File: config.mk
export PLATFORM = sky130hd
export DESIGN_NAME = pnu_div
export DESIGN_NICKNAME = d
export VERILOG_FILES = /design/src/pnu_pkg.sv /design/src/pnu_div.sv
export SDC_FILE = /design/constraint.sdc
export NUM_CORES = 1
export LEC_CHECK = 0
export ABC_AREA = 1
export ABC_CLOCK_PERIOD_IN_PS = 2150
export BUFFER_PORTS_ARGS = -buffer_cell sky130_fd_sc_hd__buf_4
export CAP_MARGIN = 20
export CELL_PAD_IN_SITES_DETAIL_PLACEMENT = 2
export CELL_PAD_IN_SITES_GLOBAL_PLACEMENT = 2
export CORE_MARGIN = 2
export CORE_UTILIZATION = 33
export CTS_CLUSTER_SIZE = 30
export DETAILED_ROUTE_END_ITERATION = 8
export GPL_ROUTABILITY_DRIVEN = 0
export GPL_TIMING_DRIVEN = 0
export PLACE_DENSITY_LB_ADDON = 0.1
export SYNTH_ARGS = -nofsm -noshare
export SYNTH_HDL_FRONTEND = slang
export SYNTH_SLANG_ARGS = --single-unit
File: constraint.sdc
create_clock -name clk -period 2.15 [get_ports clk]
set_input_delay 0.215 -clock clk [delete_from_list [all_inputs] [get_ports clk]]
set_output_delay 0.215 -clock clk [all_outputs]
set_load 0.03 [all_outputs]
File: src/pnu_pkg.sv
// shared types and constants for the palette nearest-neighbor upscaler
`timescale 1ns / 1ps
package pnu_pkg;

	// default storage sizes
	localparam int FRAME_DEPTH_DEF  = 65536;
	localparam int PALETTE_SIZE_DEF = 256;

	// field widths
	localparam int CMD_W    = 2;
	localparam int IDX_W    = 8;
	localparam int RGB_W    = 24;
	localparam int PADDR_W  = 16;
	localparam int POS_W    = 14;
	localparam int SRC_W    = 11;
	localparam int WIN_W    = 15;
	localparam int CFG_IDX_W = 3;
	localparam int CFG_DAT_W = 15;

	// scaled coordinate product and source address widths
	localparam int PROD_W = POS_W + SRC_W;
	localparam int SADDR_W = 2 * SRC_W + 1;

	// commands
	localparam logic [CMD_W-1:0] CMD_PAL_WR = 2'd0;
	localparam logic [CMD_W-1:0] CMD_PIX_WR = 2'd1;
	localparam logic [CMD_W-1:0] CMD_EMIT   = 2'd2;

	// configuration register indexes
	localparam logic [CFG_IDX_W-1:0] REG_SRC_WIDTH  = 3'd0;
	localparam logic [CFG_IDX_W-1:0] REG_SRC_HEIGHT = 3'd1;
	localparam logic [CFG_IDX_W-1:0] REG_WIN_WIDTH  = 3'd2;
	localparam logic [CFG_IDX_W-1:0] REG_WIN_HEIGHT = 3'd3;
	localparam logic [CFG_IDX_W-1:0] REG_RECT_X     = 3'd4;
	localparam logic [CFG_IDX_W-1:0] REG_RECT_Y     = 3'd5;
	localparam logic [CFG_IDX_W-1:0] REG_RECT_W     = 3'd6;
	localparam logic [CFG_IDX_W-1:0] REG_RECT_H     = 3'd7;

	// register reset values
	localparam logic [SRC_W-1:0] SRC_WIDTH_RST  = 11'd320;
	localparam logic [SRC_W-1:0] SRC_HEIGHT_RST = 11'd200;
	localparam logic [WIN_W-1:0] WIN_WIDTH_RST  = 15'd640;
	localparam logic [WIN_W-1:0] WIN_HEIGHT_RST = 15'd400;
	localparam logic [POS_W-1:0] RECT_X_RST     = 14'd0;
	localparam logic [POS_W-1:0] RECT_Y_RST     = 14'd0;
	localparam logic [WIN_W-1:0] RECT_W_RST     = 15'd640;
	localparam logic [WIN_W-1:0] RECT_H_RST     = 15'd400;

	typedef enum logic [2:0] {
		ST_IDLE,
		ST_MUL,
		ST_DIV,
		ST_ADDR,
		ST_FREAD,
		ST_PREAD,
		ST_PDATA,
		ST_FIN
	} state_t;

endpackage

File: src/pnu_div.sv
// restoring divider, one quotient bit per cycle
`timescale 1ns / 1ps
module pnu_div #(
	parameter int NUM_W = pnu_pkg::PROD_W,
	parameter int DEN_W = pnu_pkg::WIN_W,
	parameter int QUO_W = pnu_pkg::SRC_W
) (
	input  logic             clk,
	input  logic             arst_n,
	input  logic             start,
	input  logic [NUM_W-1:0] num,
	input  logic [DEN_W-1:0] den,
	output logic             busy,
	output logic [QUO_W-1:0] quo
);
	localparam int CNT_W = $clog2(NUM_W + 1);

	logic [NUM_W-1:0] num_q;
	logic [DEN_W-1:0] den_q;
	logic [DEN_W-1:0] rem_q;
	logic [CNT_W-1:0] cnt_q;
	logic             busy_q;
	logic [DEN_W:0]   trial;
	logic             fits;

	assign trial = {rem_q, num_q[NUM_W-1]};
	assign fits  = trial >= {1'b0, den_q};

	always_ff @(posedge clk or negedge arst_n) begin
		if (!arst_n) begin
			busy_q <= 1'b0;
			cnt_q  <= '0;
		end else if (start) begin
			busy_q <= 1'b1;
			cnt_q  <= CNT_W'(NUM_W);
		end else if (busy_q) begin
			cnt_q  <= cnt_q - 1'b1;
			busy_q <= (cnt_q != CNT_W'(1));
		end
	end

	always_ff @(posedge clk) begin
		if (start) begin
			num_q <= num;
			den_q <= den;
			rem_q <= '0;
		end else if (busy_q) begin
			num_q <= {num_q[NUM_W-2:0], fits};
			rem_q <= fits ? DEN_W'(trial - {1'b0, den_q}) : DEN_W'(trial);
		end
	end

	assign busy = busy_q;
	assign quo  = num_q[QUO_W-1:0];
endmodule

# Word-level counts from Yosys, hierarchy flattened
# Cells that the tools add are included.
[classes]
add_sub_neg = 2
order_cmp = 1
eq_ne = 1
muxes = 7
n_reduce_logical = 1
[ops]
columns = ["operator", "count"]
rows = [
  ["25-bit 2-to-1 mux", 2],
  ["16-bit by 15-bit >= comparator with 1-bit output", 1],
  ["15-bit 2-to-1 mux", 1],
  ["15-bit subtractor", 1],
  ["5-bit 2-to-1 mux", 2],
  ["5-bit by 1-bit inequality test with 1-bit output (second input constant)", 1],
  ["5-bit by 1-bit subtractor with 5-bit output (second input constant)", 1],
  ["1-bit 2-to-1 mux", 2],
  ["2-bit nonzero test", 1],
]
[word_totals]
ff_bits = 61
inputBits = 43
word_cells = 17

# Longest topological paths before layout
# Gate-level depths: netlist of run 1.
[logic_depth]
word_depth = 3
mapped_depth = 14
mapped_depth_nobuf = 14

# Worst setup path before layout of run 1
# No wires, ideal clock.
[synth_timing]
kind = "reg-to-reg"
startpoint = "register num_q[24]"
endpoint = "register rem_q[14]"
setup_ns = 0.112
arrival_ns = 1.772
path_slack_ns = 0.266
path_stages_with_launch = 15
n_path_buf = 1
period_less_slack_ns = 1.884
cell_sequence = "edfxtp_1 -> inv_1 -> ha_1 -> fa_1 -> inv_1 -> nand2_1 -> nand2_1 -> nand3_2 -> nand3_2 -> nand2_4 -> nand2_8 -> buf_12 -> nand3_2 -> nand2_1 -> nand2_1"
[synth_via]
elab_chain_len = 2
[synth_lines]
columns = ["element", "line", "text"]
rows = [
  ["start: declaration", "pnu_div.sv:18", "logic [NUM_W-1:0] num_q;"],
  ["start signal: assignment", "pnu_div.sv:44", "num_q <= num;"],
  ["start signal: assignment", "pnu_div.sv:48", "num_q <= {num_q[NUM_W-2:0], fits};"],
  ["15-bit subtractor or 16-bit by 15-bit >= comparator with 1-bit output (tied branches)", "pnu_div.sv:49, pnu_div.sv:27", ""],
  ["15-bit 2-to-1 mux *", "pnu_div.sv:49", "rem_q <= fits ? DEN_W'(trial - {1'b0, den_q}) : DEN_W'(trial);"],
  ["end signal: assignment", "pnu_div.sv:49", ""],
  ["end: declaration", "pnu_div.sv:20", "logic [DEN_W-1:0] rem_q;"],
]
# Mark *: on every way between the ends. The rest lies on a longest branch, timed or not.
# A chain may end at the register's enable or synchronous reset.

# Final worst setup path of run 1
[layout_timing]
startpoint = "register den_q[0]"
endpoint = "register rem_q[10]"
[layout_via]
elab_chain_len = 2
[layout_lines]
columns = ["element", "line", "text"]
rows = [
  ["start: declaration", "pnu_div.sv:19", "logic [DEN_W-1:0] den_q;"],
  ["start signal: assignment", "pnu_div.sv:45", "den_q <= den;"],
  ["15-bit subtractor or 16-bit by 15-bit >= comparator with 1-bit output (tied branches)", "pnu_div.sv:49, pnu_div.sv:27", ""],
  ["15-bit 2-to-1 mux *", "pnu_div.sv:49", ""],
]
# Marked as above.

==> results.yml, run 1 <==
status:
  status: "finished, final reports clean"
grt:
  grt_pass1_wl_um: 17000
  grtUsageTotal_pct: 18.8
  antenna_found_initial: 0
  grt_pass1_vias: 3457
  grt-ovfl-total: 0
  grt_start_max_net_pins: 19
layout:
  area_growth_pct: 24.4
  nFillCells: 1277
  antennaDiodeCount: 0
  drive_gt1_share_pct: 20.6
  final_common_cell: "nand2_1"
  utilization_pct: 42.1
  num-nets-final: 604
  most-common-layout-cells: "183 x nand2_1, 69 x buf_4, 67 x inv_1"
worst_setup_path:
  cp_cell_sequence: "ha_2, fa_2, inv_2, nand2_1, nand2_2, nand3_4, nand3_4, nand2_8, nand2_8, buf_12, nand2_2, nand3_1, nand2_1"
  cp.required_ns: 2.38
  path_class: "reg2reg"
  worst-path-buf-inv: 2
  slowest_delay_ns: 0.37
  worstPathMaxFanout: 5
  critPathArrivalTime_ns: 2.23
  end_kind: "flop"
  worst_setup_path_start_kind: "flop"
  timing.rr.start: "den_q[0]"
  crit_start: "den_q[0]"
  crit_slowest_cell: "edfxtp_1"
  cpLargestDelayFamily: "simple AND/OR/NAND/NOR gates"
sta:
  setup_viol: 0
  fin_crit_ns: 2.00
  fin_skew_ns: 0.00791
  relSlewSlack_pct: 55.8
  tightest_slew_ns: 0.660
  fmax_ghz: 0.499
  final.setup.tns_ns: 0
  fin_hold_ws_ns: 0.0432
  hold_viol_final: 0
  final.period_utilization_pct: 93.2
  drv_slew: 0
floorplan:
  die_y_um: 110
  fp-row-count: 38
  coreArea_mm2: 0.0109
  start_util_pct: 33.8
  pin_count: 55
  dieArea_mm2: 0.0120
  die_w_um: 110
route:
  dr.pass1.iters: 4
  viasPerCell: 4.67
  drt_iter0_markers: 73
  drc: 0
  antenna_left: 0
  wire_per_inst_um: 15.1
  wl_um: 10400
  vias: 3212
synthesis:
  synth_warnings: 0
  synthXorXnorAreaFrac_pct: 1.43
  synth-seq-cells: 61
  synthAdderAreaFrac_pct: 6.32
  syn_area_mm2: 0.00368
  synth.area.top_cells: "edfxtp_1 33%, nand2_1 19%, dfxtp_1 8.2%, inv_1 6.9%, ha_1 5.8%"
  synth_top_family_by_area: "simple AND/OR/NAND/NOR gates"
  synth_compound_area_share_pct: 3.46
  ys_seq_area_share_pct: 44.8
  synth_top_area_share_pct: 32.6
  syn_inst: 469
  muxShareOfSynthArea_pct: 0
  synthDistinctLibCells: 37
  avgSynthCellArea_um2: 7.85
  synth_top_area_cell: "edfxtp_1"
  synthSimpleGateAreaFrac_pct: 32.6
  syn-num-nets: 530
placed_design:
  io_buffers: 54
  hpwl_um: 8110
clocking:
  numCtsBuffers: 9
  cts_sinks: 61
  clk_path_buf_depth: 2
  root_buffer: "clkbuf_8"
  cts_htree_levels: 3
  path_clk_slew_ns: 0.07
  clkLatencyLatePin_ns: 0.34
  cts_tree: "built"
min_path:
  hold_path_class: "in2reg"
  hold_start: "den[2]"
power_and_ir_drop:
  power_density_mw_per_mm2: 1120
  ir_drop_uv: 433
  leakage_nw: 2.35
job:
  cap_violations: 0
[Yosys cell counts (all sizes together)]
library cell    n
inv            70
dfrtp           6
nand3b          5
nor3            1
nand2         191
ha             17
a31oi           1
nand3          43
clkbuf          5
clkinv          1
edfxtp         40
xnor2           3
and2            1
nand4           4
a21oi          10
dfxtp          15
nor2           25
o21ai          10
buf            16
fa              1
o22ai           1
xor2            3
[metal layers]
layer  track usage, %  vias to the layer above  part of all wire [%]
met2             32.9                       46                    50
met4             4.61                        0                   1.1
met5                0                        -                     0
met1             22.6                     1549                    45
met3             5.39                        8                   3.4
li1                 -                     1609                     -
[stage by stage]
| step | std cells | cell area, um2 | setup WS [ns] | total power, W |
|---|---|---|---|---|
| 6_report | 688 | 4580 | 0.146 | 0.00514 |
| 5_1_grt | 688 | 4580 | -0.000872 | 0.00560 |
| 4_1_cts | 682 | 4480 | 0.0126 | 0.00506 |
| 3_5_place_dp | 664 | 4290 | -0.177 | 0.00415 |
| 3_3_place_gp | 663 | 4260 | -0.377 | 0.00403 |
| 2_1_floorplan | 469 | 3680 | 0.266 | 0.00345 |
[final cells by class]
| cell class | instances | area (um2) | area share [%] |
|---|---|---|---|
| buffer | 21 | 153 | 3.33 |
| clock inverter | 2 | 10.0 | 0.219 |
| clock buffer | 14 | 143 | 3.11 |
| sequential | 61 | 1650 | 36.1 |
| tap | 140 | 175 | 3.82 |
| timing repair buffer | 63 | 538 | 11.7 |
| inverter | 71 | 267 | 5.82 |
| multi-input combinational | 316 | 1640 | 35.9 |
[kinds of logic after synthesis]
group,Yosys count
flip-flops,61
buffers and inverters,92
adder cells (fa/ha/maj),18
AO/OA/AOI/OAI,22
XOR/XNOR,6
AND/OR/NAND/NOR,270
[path summary, 6_finish.rpt]
path	endpoint	slack [ns]	cells past startpoint
worst max-delay path	rem_q[10]	0.15	13
worst min-delay path	den_q[2]	0.04	1
worst max register to register	rem_q[10]	0.15	13
worst min register to register	rem_q[7]	0.47	2
max in group asynchronous	cnt_q[0]	1.81	2
min in group asynchronous	busy	0.22	2
[sequential cells by signal (all words and copies together), names as in the netlist]
| register | flops |
|---|---|
| busy | 1 |
| cnt_q | 5 |
| den_q | 15 |
| num_q | 25 |
| rem_q | 15 |
[where the power goes]
part / total (W) / internal (W) / switching [W]
Combinational: 0.00270 / 0.00110 / 0.00161
Sequential: 0.00160 / 0.00147 / 0.000122
Clock: 0.000842 / 0.000416 / 0.000425
Total: 0.00514 / 0.00299 / 0.00215
[worst reg2reg max path: stages, from the launching register on]
cell	delay [ns]
edfxtp_1	0.37
ha_2	0.21
fa_2	0.35
inv_2	0.07
nand2_1	0.06
nand2_2	0.11
nand3_4	0.08
nand3_4	0.11
nand2_8	0.09
nand2_8	0.12
buf_12	0.13
nand2_2	0.07
nand3_1	0.07
nand2_1	0.06
[timing repair]
item	4_1_cts	5_1_grt
gates resized for setup	5	2
hold buffers	1	0
endpoints found under the setup margin	11	13
setup buffers	1	5
hold endpoints to repair	6	0
pin swaps	1	7
cloned	0	1
Note: power is estimated with default switching activity, not from simulation.
==> run 2, diff against run 1 <==
--- a/config.mk
+++ b/config.mk
@@ -7,12 +7,13 @@
 export LEC_CHECK = 0
 export ABC_AREA = 1
 export ABC_CLOCK_PERIOD_IN_PS = 2150
-export BUFFER_PORTS_ARGS = -buffer_cell sky130_fd_sc_hd__buf_4
+export BUFFER_PORTS_ARGS = -buffer_cell sky130_fd_sc_hd__buf_2
 export CAP_MARGIN = 20
 export CELL_PAD_IN_SITES_DETAIL_PLACEMENT = 2
 export CELL_PAD_IN_SITES_GLOBAL_PLACEMENT = 2
 export CORE_MARGIN = 2
-export CORE_UTILIZATION = 33
+export CORE_UTILIZATION = 34
+export CTS_BUF_LIST = sky130_fd_sc_hd__clkbuf_4
 export CTS_CLUSTER_SIZE = 30
 export DETAILED_ROUTE_END_ITERATION = 8
 export GPL_ROUTABILITY_DRIVEN = 0
==> results.yml, run 2 (same netlist as run 1, synthesis figures left out) <==
power_and_ir_drop:
  power_density_mw_per_mm2: 1100
  leakage_nw: 2.34
  ir_drop_uv: 483
placed_design:
  postPlaceCellArea_mm2: 0.00416
  hpwl_um: 8250
  io_buffers: 54
  preCtsSetupSlack_ns: -0.158
  dpl.cell_count: 664
clocking:
  cts_tree: "built"
  cts_sinks: 61
  clkLatencyLatePin_ns: 0.43
  clk_path_buf_depth: 2
  cts_htree_levels: 3
  path_clk_slew_ns: 0.13
  root_buffer: "clkbuf_4"
  numCtsBuffers: 9
worst_setup_path:
  worstPathMaxFanout: 7
  cp_cell_sequence: "ha_2, fa_2, inv_2, nand2_1, nand2_2, nand3_4, nand3_4, nand2_8, nand2_8, buf_12, nand2_2, nand3_1, nand2_1"
  worst_setup_path_start_kind: "flop"
  slowest_delay_ns: 0.40
  cp_num_cells: 13
  r2r_cells: 13
  end_kind: "flop"
  critPathArrivalTime_ns: 2.37
  path_class: "reg2reg"
  worst-path-buf-inv: 2
  crit_slowest_cell: "edfxtp_1"
  cpLargestDelayFamily: "simple AND/OR/NAND/NOR gates"
  cp.required_ns: 2.46
layout:
  utilization_pct: 42.5
  final_common_cell: "nand2_1"
  final_cells: 702
  final_area_mm2: 0.00455
  drive_gt1_share_pct: 20.6
  most-common-layout-cells: "183 x nand2_1, 67 x inv_1, 55 x buf_2"
  num-nets-final: 618
  area_growth_pct: 23.4
  antennaDiodeCount: 0
  largest_reg_flops: 25
  regMostFlops: "num_q"
  largestRegisters: "num_q (25), den_q (15), rem_q (15)"
status:
  status: "finished, final reports clean"
route:
  drt_iter0_markers: 104
  dr.pass1.iters: 4
  antenna_left: 0
  viasPerCell: 4.72
  wl_um: 10900
  drc: 0
  wire_per_inst_um: 15.6
  vias: 3313
sta:
  fin_skew_ns: 0.0294
  hold_viol_final: 0
  final.setup.tns_ns: 0
  relSlewSlack_pct: 53.9
  fmax_ghz: 0.485
  fin_crit_ns: 2.06
  setup_viol: 0
  tightest_slew_ns: 0.690
  setup_slack_ns: 0.0866
  drv_slew: 0
  final.period_utilization_pct: 96.0
floorplan:
  die_y_um: 108
  die_w_um: 108
  dieArea_mm2: 0.0117
  start_util_pct: 34.4
  fp-row-count: 38
  coreArea_mm2: 0.0107
  pin_count: 55
job:
  cap_violations: 0
grt:
  grt-ovfl-total: 0
  grt_pass1_vias: 3699
  grtUsageTotal_pct: 20.0
  grt_start_max_net_pins: 24
  antenna_found_initial: 0
  grt_pass1_wl_um: 18000
min_path:
  holdPathStages: 3
  hold_path_class: "in2reg"
==> run 2: stage by stage <==
stage / total power [W] / hold slack, ns
6_report: 0.00502 / 0.0538
5_1_grt: 0.00549 / 0.0533
4_1_cts: 0.00488 / 0.0365
3_5_place_dp: 0.00411 / 0.0531
3_3_place_gp: 0.00399 / 0.0461
2_1_floorplan: 0.00345 / -0.0806
==> run 2: final timing paths <==
kind,from,to,slack (ns)
setup / recovery,den_q[0],rem_q[10],0.09
hold / removal,num[20],num_q[20],0.05
setup reg to reg,den_q[0],rem_q[10],0.09
hold reg to reg,rem_q[8],rem_q[8],0.48
max in group asynchronous,arst_n,cnt_q[0],1.85
min in group asynchronous,arst_n,cnt_q[3],0.13
==> run 2: layer usage <==
layer,vias up,track usage [%],wire (um)
met3,15,3.50,315
li1,1641,-,-
met1,1600,24.4,4910
met4,0,6.23,189
met5,-,0,0
met2,57,35.9,5520
==> run 2: repair_timing <==
action / 4_1_cts / 5_1_grt
gates cloned: 0 / 1
buffers inserted: 1 / 4
endpoints found under the setup margin: 13 / 13
hold buffers: 16 / 0
pin swaps: 1 / 4
hold endpoints to repair: 21 / 0
resized for setup: 5 / 4
==> run 2: worst register-to-register path, delay by kind of cell (launching register included) <==
| kind | cells | cell delay [ns] |
|---|---|---|
| buf+inv | 2 | 0.20 |
| fa+ha+maj | 2 | 0.56 |
| simple gates | 9 | 0.79 |
| flops | 1 | 0.40 |
==> run 2: cell type report <==
type                            instances  area, um2
Timing Repair Buffer                   77        533
Clock inverter                          5       28.8
Sequential cell                        61       1650
Multi-Input combinational cell        316       1660
Clock buffer                           11       82.6
Fill cell                            1286       6150
Tap cell                              140        175
Buffer                                 21        153
Inverter                               71        267
==> run 2: power breakdown <==
group	internal, W	switching [W]	leakage, nW
Sequential	0.00147	0.000127	0.610
Combinational	0.00108	0.00164	1.66
Clock	0.000256	0.000445	0.0603
Total	0.00280	0.00221	2.34
